===== src/design/rgbhsv_pkg.sv =====
// Shared constants, word types and sector codes for the RGB to HSV pixel core.
// No dependencies; every other file imports this package.
package rgbhsv_pkg;

   localparam int COMP_BITS  = 8;
   localparam int HUE_BITS   = 16;

   // Number of divider stages; each stage retires HUE_STEP hue and SAT_STEP saturation quotient bits.
   localparam int DIV_STAGES = 8;
   localparam int HUE_STEP   = (HUE_BITS + DIV_STAGES - 1) / DIV_STAGES;
   localparam int SAT_STEP   = (COMP_BITS + DIV_STAGES - 1) / DIV_STAGES;
   localparam int HQ_BITS    = HUE_STEP * DIV_STAGES;
   localparam int SQ_BITS    = SAT_STEP * DIV_STAGES;

   // Hue divisor is 6*delta, always below 2^(COMP_BITS+3).
   localparam int HREM_BITS  = COMP_BITS + 3;
   // Saturation remainder stays below max * 2^SQ_BITS.
   localparam int SAT_W      = COMP_BITS + SQ_BITS;

   typedef enum logic [1:0] {
      SECT_RED,
      SECT_GREEN,
      SECT_BLUE
   } sector_type;

   typedef struct packed {
      logic [COMP_BITS-1:0] value;
      logic [COMP_BITS-1:0] delta;
      sector_type           sector;
      logic [COMP_BITS:0]   diff;      // signed
   } range_word_type;

   typedef struct packed {
      logic                 grey;
      logic [COMP_BITS-1:0] value;
      logic [HREM_BITS-1:0] hue_div;
      logic [HREM_BITS-1:0] hue_rem;
      logic [HQ_BITS-1:0]   hue_q;
      logic [SAT_W-1:0]     sat_div;
      logic [SAT_W-1:0]     sat_rem;
      logic [SQ_BITS-1:0]   sat_q;
   } div_word_type;

endpackage


===== src/design/rgb_to_hsv_pixel_core.sv =====
// RGB to HSV pixel core: two setup stages, then DIV_STAGES divider stages (10 total).
// Each pixel passes through 2 + DIV_STAGES register stages from the req accept to rsp_valid.
// Throughput one pixel per cycle while rsp_ready stays high, set by the fully pipelined
// hue and saturation dividers; bubbles collapse under stalls.
// Synchronous active-high reset clears all valid bits; data registers are not reset.
// Depends on rgbhsv_pkg, rgbhsv_prep and rgbhsv_div_stage.
module rgb_to_hsv_pixel_core
   import rgbhsv_pkg::*;
(
   input  logic                 clock,
   input  logic                 reset,
   input  logic                 req_valid,
   output logic                 req_ready,
   input  logic [COMP_BITS-1:0] req_red_in,
   input  logic [COMP_BITS-1:0] req_green_in,
   input  logic [COMP_BITS-1:0] req_blue_in,
   output logic                 rsp_valid,
   input  logic                 rsp_ready,
   output logic [HUE_BITS-1:0]  rsp_hue_out,
   output logic [COMP_BITS-1:0] rsp_sat_out,
   output logic [COMP_BITS-1:0] rsp_value_out
);

   logic         stage_valid [DIV_STAGES+1];
   logic         stage_ready [DIV_STAGES+1];
   div_word_type stage_word  [DIV_STAGES+1];

   rgbhsv_prep u_prep (
      .clock      (clock),
      .reset      (reset),
      .up_valid   (req_valid),
      .up_ready   (req_ready),
      .up_red     (req_red_in),
      .up_green   (req_green_in),
      .up_blue    (req_blue_in),
      .down_valid (stage_valid[0]),
      .down_ready (stage_ready[0]),
      .down_word  (stage_word[0])
   );

   for (genvar i = 0; i < DIV_STAGES; i++) begin : g_div
      rgbhsv_div_stage u_div (
         .clock      (clock),
         .reset      (reset),
         .up_valid   (stage_valid[i]),
         .up_ready   (stage_ready[i]),
         .up_word    (stage_word[i]),
         .down_valid (stage_valid[i+1]),
         .down_ready (stage_ready[i+1]),
         .down_word  (stage_word[i+1])
      );
   end

   assign stage_ready[DIV_STAGES] = rsp_ready;
   assign rsp_valid               = stage_valid[DIV_STAGES];

   // grey pixels run through the divider with a zero hue divisor; force zero here
   assign rsp_hue_out   = stage_word[DIV_STAGES].grey ? '0 :
                          stage_word[DIV_STAGES].hue_q[HQ_BITS-1 -: HUE_BITS];
   assign rsp_sat_out   = stage_word[DIV_STAGES].grey ? '0 :
                          stage_word[DIV_STAGES].sat_q[COMP_BITS-1:0];
   assign rsp_value_out = stage_word[DIV_STAGES].value;

endmodule


===== src/design/rgbhsv_prep.sv =====
// Front two stages: max/min/sector, then divider operand setup.
// Depends on rgbhsv_pkg.
module rgbhsv_prep
   import rgbhsv_pkg::*;
(
   input  logic                 clock,
   input  logic                 reset,
   input  logic                 up_valid,
   output logic                 up_ready,
   input  logic [COMP_BITS-1:0] up_red,
   input  logic [COMP_BITS-1:0] up_green,
   input  logic [COMP_BITS-1:0] up_blue,
   output logic                 down_valid,
   input  logic                 down_ready,
   output div_word_type         down_word
);

   logic           a_valid_ff;
   logic           a_ready;
   range_word_type a_word_ff;
   range_word_type a_word_in;

   logic           b_valid_ff;
   div_word_type   b_word_ff;
   div_word_type   b_word_in;

   logic [COMP_BITS-1:0]   mx;
   logic [COMP_BITS-1:0]   mn;
   logic [COMP_BITS+1:0]   base;
   logic [COMP_BITS+3:0]   x;
   logic [HREM_BITS-1:0]   six_d;
   logic [HREM_BITS-1:0]   x_wrap;
   logic [2*COMP_BITS-1:0] sat_num;

   // stage A: range and sector
   always_comb begin
      mx = up_red;
      mn = up_red;
      if (up_green > mx) mx = up_green;
      if (up_blue > mx) mx = up_blue;
      if (up_green < mn) mn = up_green;
      if (up_blue < mn) mn = up_blue;
      a_word_in.value = mx;
      a_word_in.delta = mx - mn;
      if (up_red == mx) begin
         a_word_in.sector = SECT_RED;
         a_word_in.diff   = {1'b0, up_green} - {1'b0, up_blue};
      end else if (up_green == mx) begin
         a_word_in.sector = SECT_GREEN;
         a_word_in.diff   = {1'b0, up_blue} - {1'b0, up_red};
      end else begin
         a_word_in.sector = SECT_BLUE;
         a_word_in.diff   = {1'b0, up_red} - {1'b0, up_green};
      end
   end

   assign up_ready = !a_valid_ff || a_ready;

   always_ff @(posedge clock) begin
      if (reset) begin
         a_valid_ff <= 1'b0;
      end else if (up_ready) begin
         a_valid_ff <= up_valid;
      end
      if (up_ready && up_valid) begin
         a_word_ff <= a_word_in;
      end
   end

   // stage B: hue numerator folded into one turn, divisors, saturation numerator
   always_comb begin
      case (a_word_ff.sector)
         SECT_RED:   base = '0;
         SECT_GREEN: base = {1'b0, a_word_ff.delta, 1'b0};
         SECT_BLUE:  base = {a_word_ff.delta, 2'b00};
         default:    base = '0;
      endcase
      x       = {2'b00, base} + {{3{a_word_ff.diff[COMP_BITS]}}, a_word_ff.diff};
      six_d   = {1'b0, a_word_ff.delta, 2'b00} + {2'b00, a_word_ff.delta, 1'b0};
      // a negative numerator plus one turn always lands below 6*delta
      x_wrap  = x[HREM_BITS-1:0] + six_d;
      sat_num = {a_word_ff.delta, {COMP_BITS{1'b0}}} - {{COMP_BITS{1'b0}}, a_word_ff.delta};

      b_word_in.grey    = (a_word_ff.delta == '0);
      b_word_in.value   = a_word_ff.value;
      b_word_in.hue_div = six_d;
      b_word_in.hue_rem = x[COMP_BITS+3] ? x_wrap : x[HREM_BITS-1:0];
      b_word_in.hue_q   = '0;
      b_word_in.sat_div = SAT_W'({a_word_ff.value, {(SQ_BITS-1){1'b0}}});
      b_word_in.sat_rem = SAT_W'(sat_num);
      b_word_in.sat_q   = '0;
   end

   assign a_ready = !b_valid_ff || down_ready;

   always_ff @(posedge clock) begin
      if (reset) begin
         b_valid_ff <= 1'b0;
      end else if (a_ready) begin
         b_valid_ff <= a_valid_ff;
      end
      if (a_ready && a_valid_ff) begin
         b_word_ff <= b_word_in;
      end
   end

   assign down_valid = b_valid_ff;
   assign down_word  = b_word_ff;

endmodule


===== src/design/rgbhsv_div_stage.sv =====
// One restoring-divider stage: HUE_STEP hue fraction bits and SAT_STEP saturation bits per word.
// Depends on rgbhsv_pkg.
module rgbhsv_div_stage
   import rgbhsv_pkg::*;
(
   input  logic         clock,
   input  logic         reset,
   input  logic         up_valid,
   output logic         up_ready,
   input  div_word_type up_word,
   output logic         down_valid,
   input  logic         down_ready,
   output div_word_type down_word
);

   logic         valid_ff;
   div_word_type word_ff;
   div_word_type word_in;

   logic [HREM_BITS:0] trial;

   always_comb begin
      word_in = up_word;
      trial   = '0;
      for (int k = 0; k < HUE_STEP; k++) begin
         trial = {word_in.hue_rem, 1'b0};
         if (trial >= {1'b0, word_in.hue_div}) begin
            trial         = trial - {1'b0, word_in.hue_div};
            word_in.hue_q = {word_in.hue_q[HQ_BITS-2:0], 1'b1};
         end else begin
            word_in.hue_q = {word_in.hue_q[HQ_BITS-2:0], 1'b0};
         end
         word_in.hue_rem = trial[HREM_BITS-1:0];
      end
      // divisor is pre-shifted; walk it down one bit per quotient bit
      for (int k = 0; k < SAT_STEP; k++) begin
         if (word_in.sat_rem >= word_in.sat_div) begin
            word_in.sat_rem = word_in.sat_rem - word_in.sat_div;
            word_in.sat_q   = {word_in.sat_q[SQ_BITS-2:0], 1'b1};
         end else begin
            word_in.sat_q   = {word_in.sat_q[SQ_BITS-2:0], 1'b0};
         end
         word_in.sat_div = word_in.sat_div >> 1;
      end
   end

   assign up_ready = !valid_ff || down_ready;

   always_ff @(posedge clock) begin
      if (reset) begin
         valid_ff <= 1'b0;
      end else if (up_ready) begin
         valid_ff <= up_valid;
      end
      if (up_ready && up_valid) begin
         word_ff <= word_in;
      end
   end

   assign down_valid = valid_ff;
   assign down_word  = word_ff;

endmodule

===== config.mk =====
export PLATFORM = sky130hd
export DESIGN_NAME = rgb_to_hsv_pixel_core
export DESIGN_NICKNAME = d
export VERILOG_FILES = /design/src/design/rgbhsv_pkg.sv /design/src/design/rgb_to_hsv_pixel_core.sv /design/src/design/rgbhsv_prep.sv /design/src/design/rgbhsv_div_stage.sv
export SDC_FILE = /design/constraint.sdc
export NUM_CORES = 1
export LEC_CHECK = 0
export ABC_AREA = 1
export BUFFER_PORTS_ARGS = -buffer_cell sky130_fd_sc_hd__buf_2
export CORE_MARGIN = 2
export CORE_UTILIZATION = 35
export CTS_CLUSTER_DIAMETER = 200
export CTS_CLUSTER_SIZE = 28
export DETAILED_ROUTE_END_ITERATION = 7
export PLACE_DENSITY = 0.51
export SETUP_SLACK_MARGIN = 0.02
export SYNTH_ARGS = -nofsm -noshare
export SYNTH_HDL_FRONTEND = slang
export SYNTH_SLANG_ARGS = --single-unit

===== constraint.sdc =====
create_clock -name clock -period 5.4 [get_ports clock]
set_clock_uncertainty 0.2 [all_clocks]
set_input_delay 0.27 -clock clock [delete_from_list [all_inputs] [get_ports clock]]
set_output_delay 0.27 -clock clock [all_outputs]
set_load 0.01 [all_outputs]

==> results.yml, run 1 <==
setup_path:
  worstSetupPathType: "reg -> reg"
  cp-end-kind: "flop"
  cp_slowest_cell: "edfxtp_1"
  required_ns: 5.52
  crit_arrival_ns: 5.16
  path_buf_inv: 4
  critPathMaxStageDelay_ns: 0.51
  crit_top_cell: "nand2_1"
  cp_max_fo: 15
  crit_family: "compound AO/OA/AOI/OAI gates"
  start_kind: "flop"
  path_cells: "inv_1 -> ha_1 -> a21o_1 -> a31oi_1 -> o221ai_1 -> nand2_1 -> nand2_1 -> nand2_1 -> nand2_1 -> a21boi_2 -> buf_4 -> nand2_1 -> o21ai_0 -> ha_1 -> a21oi_1 -> o21ai_1 -> a31oi_1 -> nor2_1 -> a21boi_0 -> inv_1 -> o21ai_0 -> nand3_1 -> clkinvlp_2 -> o21ai_0"
clocking:
  cts.sinks: 500
  htree_levels: 1
  cts_setup_buffers: 0
  numCtsBuffers: 21
  ctsRootBufferMaster: "clkbuf_16"
  clk_path_buf_depth: 3
  clkTransAtPathRegs_ns: 0.11
  clk-insertion-delay-late_ns: 0.57
  cts_tree: "yes"
timing:
  setup_viol: 0
  worst_pin_slew_ns: 1.02
  fin_crit_sh_pct: 93.4
  layout_min_cycle_time_ns: 5.04
  fin_tns_setup_ns: 0
  drv_slew: 0
  fmax_ghz: 0.198
  hold_viol_final: 0
  slew-limit-headroom_pct: 32.2
  rsz0062_at_grt: "no"
cells_and_area:
  drive_gt1_share_pct: 5.36
  area_growth_pct: 8.09
  nets: 3679
  final_cell_mix: "nand2_1, edfxtp_1, inv_1"
  diodes: 0
  layout_commonest_cell: "nand2_1"
power_and_ir_drop:
  cellLeakagePower_nw: 14.1
  p_comb_share_pct: 41.6
  vdd_drop_max_v: 0.000273
  p_sw_share_pct: 36.7
  p_int_w: 0.00743
  report.power.total_w: 0.0117
  power_frac_clock_pct: 16.2
  seqPwrFrac_pct: 42.2
  p_per_area_nw_per_um2: 351
  p_sw_w: 0.00431
global_route:
  busiest_layer: "met2"
  grtUsageMet3_pct: 1.33
  overflow: 0
  grt_pass1_wl_mm: 105
  met2_usage_pct: 25.7
  grtUsageTotal_pct: 14.1
  grt_pass1_vias: 21187
  grtUsageMet1_pct: 17.6
  antenna_found_initial: 0
  grt_max_degree: 59
floorplanning:
  initial_core_util_pct: 35.2
  core_um2: 88000
  rows: 109
  die_h_um: 301
  pin_count: 62
  fp.dieArea_um2: 90800
  die_x_um: 301
synthesis:
  synth_top_area_share_pct: 47.6
  seq_area_frac_synth_pct: 48.2
  synth.distinct_cells: 56
  syn_inst: 3254
  synthArstFlopShare_pct: 0
  synth_area_um2: 30900
  ys.flop_type: "edfxtp_1"
  synth-edff-count: 490
  yosysTopAreaCell: "edfxtp_1"
  synthesis.nets: 3600
  ys_ff_latch: 500
  ys_warn_count: 0
  synth_area_leaders: "edfxtp_1, ha_1, nand2_1"
  postSynthAreaPerCell_um2: 9.51
routing:
  drc_errors: 0
  dr_total_vias: 21119
  first_pass_iters: 6
  antenna_left: 0
  wirelength_mm: 63.3
  wire_per_inst_um: 14.0
  first_iter_violations: 1025
  viasPerCell: 4.69
outcome:
  outcome: "finished clean"
placed_design:
  port_buffers: 61
  dp_hpwl_mm: 50.7
  gp_congestion: 0.837
worst_hold_path:
  hold_class: "in -> reg"
flow_run:
  cap_violations: 0
==> cell usage after synthesis, types with 7 or more instances <==
| master | n |
|---|---|
| nand2_2 | 12 |
| nor4_1 | 9 |
| nor2_1 | 242 |
| ha_1 | 296 |
| o21ai_0 | 234 |
| inv_1 | 484 |
| nand3_1 | 135 |
| nand3b_1 | 7 |
| a31oi_1 | 9 |
| a21oi_1 | 241 |
| a21o_1 | 8 |
| fa_1 | 22 |
| a211oi_1 | 17 |
| xnor2_1 | 76 |
| a221oi_1 | 10 |
| clkbuf_1 | 28 |
| nand2_1 | 590 |
| nand4_1 | 24 |
| xor2_1 | 145 |
| o21bai_1 | 24 |
| dfxtp_1 | 10 |
| buf_4 | 8 |
| nor3_1 | 29 |
| and2_1 | 7 |
| o221ai_1 | 8 |
| edfxtp_1 | 490 |
==> final timing paths <==
| kind | to | start | cells past startpoint | slack [ns] |
|---|---|---|---|---|
| setup / recovery | g_div[6].u_div.down_word[64] | g_div[5].u_div.down_word[69] | 24 | 0.36 |
| hold / removal | u_prep.a_word_ff[26] | req_blue_in[7] | 3 | 0.07 |
| setup reg to reg | g_div[6].u_div.down_word[64] | g_div[5].u_div.down_word[69] | 24 | 0.36 |
| hold reg to reg | g_div[5].u_div.down_word[51] | g_div[4].u_div.down_word[49] | 0 | 0.22 |
==> metal layers <==
metal / share of wire (%) / up-vias
met5: 0 / -
met4: 2.5 / 0
met3: 2.7 / 78
met2: 49 / 248
met1: 46 / 9597
li1: - / 11196
==> worst register-to-register path, delay by kind of cell, from the launching register on <==
family / cells / cell delay [ns]
fa+ha+maj: 2 / 0.54
compound gates: 11 / 2.14
simple gates: 7 / 0.66
buf+inv: 4 / 0.75
flops: 1 / 0.51
==> logic make-up after synthesis <==
logic type	share of synthesized area (%)
flip-flops	48.2
buffers and inverters	6.76
AO/OA/AOI/OAI	10.7
AND/OR/NAND/NOR	14.6
adder cells (fa/ha/maj)	13.4
multiplexers	0.0324
XOR/XNOR	6.26
==> sequential cells by signal, summed over array words and instances, names as in the netlist <==
name	flops
g_div.u_div.down_word	419
u_prep.down_word	44
u_prep.a_word_ff	27
g_div.u_div.down_valid	8
u_prep.a_valid_ff	1
u_prep.down_valid	1
==> final cells by class <==
type	count	area, µm²
Fill cell	8780	54500
Clock buffer	30	581
Timing Repair inverter	3	20.0
Multi-Input combinational cell	2214	14000
Sequential cell	500	14900
Tap cell	1165	1460
Inverter	496	1870
Timing Repair Buffer	97	591
Clock inverter	1	8.76
==> power groups by stage <==
stage	logic, W	registers [W]	clock network, W
after floorplan	0.00376	0.00496	0
after global placement	0.00474	0.00505	0
after detailed placement	0.00476	0.00505	0
after CTS	0.00479	0.00497	0.00200
after global routing	0.00562	0.00499	0.00213
final	0.00488	0.00496	0.00190
==> timing repair <==
item                                   4_1_cts  5_1_grt
hold buffers                                 6        0
endpoints found under the hold margin       11        0
setup endpoints to repair                    0       39
gates resized for setup                      0       15
==> through the flow <==
stage                     util, %  setup WS (ns)  instance area, µm²  instances  hold WS, ns
after floorplan                 -          0.611               30900       3254        0.200
after global placement       37.2          0.337               32700       4466        0.201
after detailed placement     37.2          0.230               32700       4466        0.205
after CTS                    37.9          0.205               33400       4503       0.0284
after global routing         38.0         0.0321               33400       4506       0.0513
final                        38.0          0.356               33400       4506       0.0697
No activity file was read; power rests on OpenSTA's default activity.
==> run 2, diff against run 1 <==
--- a/config.mk
+++ b/config.mk
@@ -8,12 +8,13 @@
 export ABC_AREA = 1
 export BUFFER_PORTS_ARGS = -buffer_cell sky130_fd_sc_hd__buf_2
 export CORE_MARGIN = 2
-export CORE_UTILIZATION = 35
+export CORE_UTILIZATION = 55
 export CTS_CLUSTER_DIAMETER = 200
 export CTS_CLUSTER_SIZE = 28
 export DETAILED_ROUTE_END_ITERATION = 7
-export PLACE_DENSITY = 0.51
+export PLACE_DENSITY = 0.75
 export SETUP_SLACK_MARGIN = 0.02
 export SYNTH_ARGS = -nofsm -noshare
 export SYNTH_HDL_FRONTEND = slang
 export SYNTH_SLANG_ARGS = --single-unit
+export TNS_END_PERCENT = 10
==> constraint.sdc (replaced) <==
create_clock -name clock -period 4.52 [get_ports clock]
set_clock_uncertainty 0.2 [all_clocks]
set_input_delay 0.226 -clock clock [delete_from_list [all_inputs] [get_ports clock]]
set_output_delay 0.226 -clock clock [all_outputs]
set_load 0.01 [all_outputs]
==> run 2 against run 1 <==
Compared with the run above:
- register-to-register slack got worse by 0.31 ns
- flip-flop and latch count unchanged
- final area increased by 3.2%
- maximum frequency increased by 13%
- clock-buffer cell count decreased by 2
- wire length decreased by 0.26%
- combinational power increased by 41%
- largest power group is now combinational logic
==> results.yml, run 2 (synthesis gave the netlist of run 1 again) <==
outcome:
  outcome: "finished clean"
cells_and_area:
  final_cell_mix: "nand2_1, edfxtp_1, inv_1"
  nets: 3808
  drive_gt1_share_pct: 11.8
  area_growth_pct: 11.5
  largest_reg_flops: 419
  layout_commonest_cell: "nand2_1"
  diodes: 0
timing:
  slew-limit-headroom_pct: 29.6
  fmax_ghz: 0.224
  rsz0062_at_grt: "yes"
  fin_tns_setup_ns: 0
  hold_viol_final: 0
  timing.final.ws_setup_ns: 0.0474
  worst_pin_slew_ns: 1.05
  layout_min_cycle_time_ns: 4.47
  drv_slew: 0
  fin_crit_sh_pct: 99.0
  setup_viol: 0
  hold_ws_ns: 0.0669
worst_hold_path:
  hold_class: "in -> reg"
routing:
  wirelength_mm: 63.1
  dr_total_vias: 22431
  first_pass_iters: 7
  viasPerCell: 5.32
  drc_errors: 0
  first_iter_violations: 1330
  wire_per_inst_um: 15.0
  antenna_left: 0
power_and_ir_drop:
  p_sw_w: 0.00556
  p_per_area_nw_per_um2: 436
  seqPwrFrac_pct: 39.3
  power_frac_clock_pct: 14.9
  vdd_drop_max_v: 0.000433
  cellLeakagePower_nw: 14.9
  p_comb_share_pct: 45.8
  p_int_w: 0.00949
  p_sw_share_pct: 37.0
setup_path:
  start_kind: "flop"
  path_buf_inv: 3
  crit_arrival_ns: 4.59
  cp_slowest_cell: "edfxtp_1"
  worstSetupPathType: "reg -> reg"
  cp_max_fo: 5
  cp-end-kind: "flop"
  crit_family: "compound AO/OA/AOI/OAI gates"
  critPathMaxStageDelay_ns: 0.45
  required_ns: 4.64
global_route:
  antenna_found_initial: 0
  grt_max_degree: 59
  grt_pass1_wl_mm: 101
  overflow: 0
  grt_pass1_vias: 21410
  grtUsageTotal_pct: 21.3
placed_design:
  dp_hpwl_mm: 48.4
  gp_congestion: 0.936
  dpl_worst_slack_ns: -0.127
  port_buffers: 61
floorplanning:
  die_h_um: 241
  core_um2: 55300
  rows: 86
  die_x_um: 241
  fp.dieArea_um2: 58200
  pin_count: 62
  initial_core_util_pct: 55.9
clocking:
  clk_path_buf_depth: 3
  ctsRootBufferMaster: "clkbuf_16"
  htree_levels: 1
  numCtsBuffers: 21
  cts_tree: "yes"
  cts.sinks: 500
  clk-insertion-delay-late_ns: 0.57
  clkTransAtPathRegs_ns: 0.11
flow_run:
  cap_violations: 0
run 2: cell types whose count changed in the layout (fill, tap and decap cells not counted), moves of 16 or more:
cell,change
a21oi_2,+24
ha_1,-18
o21ai_0,-18
ha_4,+16
buf_4,+118
a21oi_1,-24
run 2: final cells by class:
class	instances	area (µm²)
Inverter	496	1880
Multi-Input combinational cell	2214	14600
Timing Repair Buffer	223	1580
Fill cell	4491	20800
Sequential cell	500	14900
Clock buffer	28	552
Tap cell	748	936
Timing Repair inverter	6	38.8
Clock inverter	2	38.8
run 2: per-stage QoR:
step	util [%]	instances	total power [W]	instance area, µm²
2_1_floorplan	-	3254	0.0105	31000
3_3_place_gp	59.5	4139	0.0118	32900
3_5_place_dp	59.5	4139	0.0120	32900
4_1_cts	60.8	4178	0.0142	33700
5_1_grt	62.4	4217	0.0161	34500
6_report	62.4	4217	0.0150	34500
run 2: worst paths after layout:
kind                                                   start                            to  slack, ns  depth (start not counted)
worst min-delay path                          req_blue_in[7]          u_prep.a_word_ff[26]       0.07                          3
worst min register to register  g_div[3].u_div.down_word[46]  g_div[4].u_div.down_word[48]       0.21                          0
worst max register to register          u_prep.down_word[58]  g_div[0].u_div.down_word[58]       0.05                         30
worst max-delay path                    u_prep.down_word[58]  g_div[0].u_div.down_word[58]       0.05                         30
run 2: worst register-to-register path: cells and delay by family (launching register included):
family          cells  cell delay [ns]
compound gates     12             1.58
simple gates       13             1.22
flops               1             0.45
buf+inv             3             0.33
fa+ha+maj           2             0.47
run 2: metal layers:
layer	part of all wire, %	up-vias	GRT usage, %
li1	-	11453	-
met1	42	10429	25.5
met2	52	439	40.7
met3	3.6	110	1.80
met4	2.6	0	5.71
met5	0	-	0
run 2: power by group through the flow:
stage	registers [W]	logic, W	clock network (W)
5_1_grt	0.00594	0.00770	0.00246
6_report	0.00591	0.00689	0.00224
3_5_place_dp	0.00602	0.00595	0
2_1_floorplan	0.00592	0.00457	0
3_3_place_gp	0.00601	0.00581	0
4_1_cts	0.00591	0.00602	0.00230
run 2: repair_timing:
item,4_1_cts,5_1_grt
gates resized for setup,11,142
hold buffers,7,0
cloned,0,7
hold endpoints to repair,12,0
pin swaps,2,59
setup endpoints to repair,39,80
setup buffers,2,32
==> run 3, diff against run 2 <==
--- a/config.mk
+++ b/config.mk
@@ -7,6 +7,7 @@
 export LEC_CHECK = 0
 export ABC_AREA = 1
 export BUFFER_PORTS_ARGS = -buffer_cell sky130_fd_sc_hd__buf_2
+export CORE_ASPECT_RATIO = 1.1
 export CORE_MARGIN = 2
 export CORE_UTILIZATION = 55
 export CTS_CLUSTER_DIAMETER = 200
==> run 3 against run 2 <==
Compared with the run above:
- combinational power hardly changed
- flip-flop and latch count stayed put
- cell count is 0.36% higher
- largest cell class unchanged
- highest routed layer unchanged
==> results.yml, run 3 (synthesis gave the netlist of run 1 again) <==
timing:
  worst_pin_slew_ns: 1.19
  hold_viol_final: 0
  layout_min_cycle_time_ns: 4.49
  fmax_ghz: 0.222
  setup_viol: 0
  rsz0062_at_grt: "yes"
  drv_slew: 0
  fin_crit_sh_pct: 99.4
  slew-limit-headroom_pct: 20.2
routing:
  viasPerCell: 5.28
  first_pass_iters: 6
  wirelength_mm: 61.2
  wire_per_inst_um: 14.5
  drc_errors: 0
  first_iter_violations: 1138
  dr_total_vias: 22336
  antenna_left: 0
setup_path:
  required_ns: 4.65
  start_kind: "flop"
  crit_top_cell: "nand2_1"
  crit_arrival_ns: 4.62
  cp-end-kind: "flop"
  cp_max_fo: 7
  critPathMaxStageDelay_ns: 0.42
  rrSetupSlack_ns: 0.03
  cp_slowest_cell: "edfxtp_1"
  worstSetupPathType: "reg -> reg"
clocking:
  clkTransAtPathRegs_ns: 0.12
  clk-insertion-delay-late_ns: 0.57
  htree_levels: 1
  cts_tree: "yes"
  clk_path_buf_depth: 3
  cts.sinks: 500
  numCtsBuffers: 21
  ctsRootBufferMaster: "clkbuf_16"
power_and_ir_drop:
  vdd_drop_max_v: 0.000687
  p_per_area_nw_per_um2: 437
  cellLeakagePower_nw: 15.0
  report.power.total_w: 0.0150
cells_and_area:
  largest_reg_flops: 419
  diodes: 0
  layout_commonest_cell: "nand2_1"
  final_cell_mix: "nand2_1, edfxtp_1, inv_1"
  area_growth_pct: 11.3
  drive_gt1_share_pct: 11.5
  nets: 3827
  fin_area_um2: 34400
floorplanning:
  core_um2: 55800
  fp.dieArea_um2: 58200
  die_h_um: 253
  initial_core_util_pct: 55.5
  die_x_um: 230
  rows: 91
  pin_count: 62
placed_design:
  detailed_place.area_um2: 33300
  dp_hpwl_mm: 48.0
  port_buffers: 61
  gp_congestion: 0.953
global_route:
  antenna_found_initial: 0
  overflow: 0
  grt_pass1_vias: 21926
  grtUsageTotal_pct: 20.7
  grt_max_degree: 59
  grt_pass1_wl_mm: 99.8
worst_hold_path:
  hold_class: "in -> reg"
outcome:
  outcome: "finished clean"
flow_run:
  cap_violations: 0
run 3: cell type report:
| type | count | area [µm²] |
|---|---|---|
| Timing Repair inverter | 3 | 20.0 |
| Fill cell | 4512 | 21400 |
| Clock inverter | 1 | 8.76 |
| Sequential cell | 500 | 14900 |
| Tap cell | 744 | 931 |
| Clock buffer | 29 | 577 |
| Timing Repair Buffer | 245 | 1750 |
| Multi-Input combinational cell | 2214 | 14300 |
| Inverter | 496 | 1870 |
run 3: worst paths after layout:
kind	start	cells past startpoint	end
setup / recovery	u_prep.down_word[70]	30	g_div[0].u_div.down_word[66]
hold / removal	req_red_in[0]	6	u_prep.a_word_ff[11]
setup reg to reg	u_prep.down_word[70]	30	g_div[0].u_div.down_word[66]
hold reg to reg	g_div[5].u_div.down_word[5]	0	g_div[6].u_div.down_word[6]
run 3: metrics by stage:
stage	setup TNS [ns]	worst slack [ns]	hold WS, ns	util, %	cells
2_1_floorplan	-0.296	-0.0368	0.193	-	3254
3_3_place_gp	-0.0891	-0.0494	0.201	59.6	4179
3_5_place_dp	-0.822	-0.0650	0.205	59.6	4179
4_1_cts	0	0.0174	0.0254	60.8	4216
5_1_grt	-3.39	-0.252	0.0823	61.7	4232
6_report	0	0.0250	0.0512	61.7	4232
run 3: power by group:
part	leakage, nW	switching (W)	internal, W	total [W]
logic	10.1	0.00397	0.00291	0.00688
registers	4.52	0.000233	0.00570	0.00593
clock network	0.284	0.00133	0.000904	0.00223
total	15.0	0.00553	0.00951	0.0150
run 3: repair_timing:
action	4_1_cts	5_1_grt
pin swaps	0	20
cloned	0	3
endpoints found under the hold margin	13	0
resized for setup	6	105
endpoints found under the setup margin	21	76
hold buffers	7	0
setup buffers	0	13
run 3: critical path, delay by kind of cell, from the launching register on:
kind	cells	cell delay [ns]
compound gates	12	1.53
fa+ha+maj	2	0.48
flops	1	0.42
simple gates	13	1.22
buf+inv	3	0.38
run 3: routing by layer:
layer	vias up	track usage, %	wire (µm)
met1	10339	23.0	24300
met3	143	1.82	1730
met5	-	0	0
met4	0	7.67	2160
met2	384	40.9	32900
li1	11470	-	-
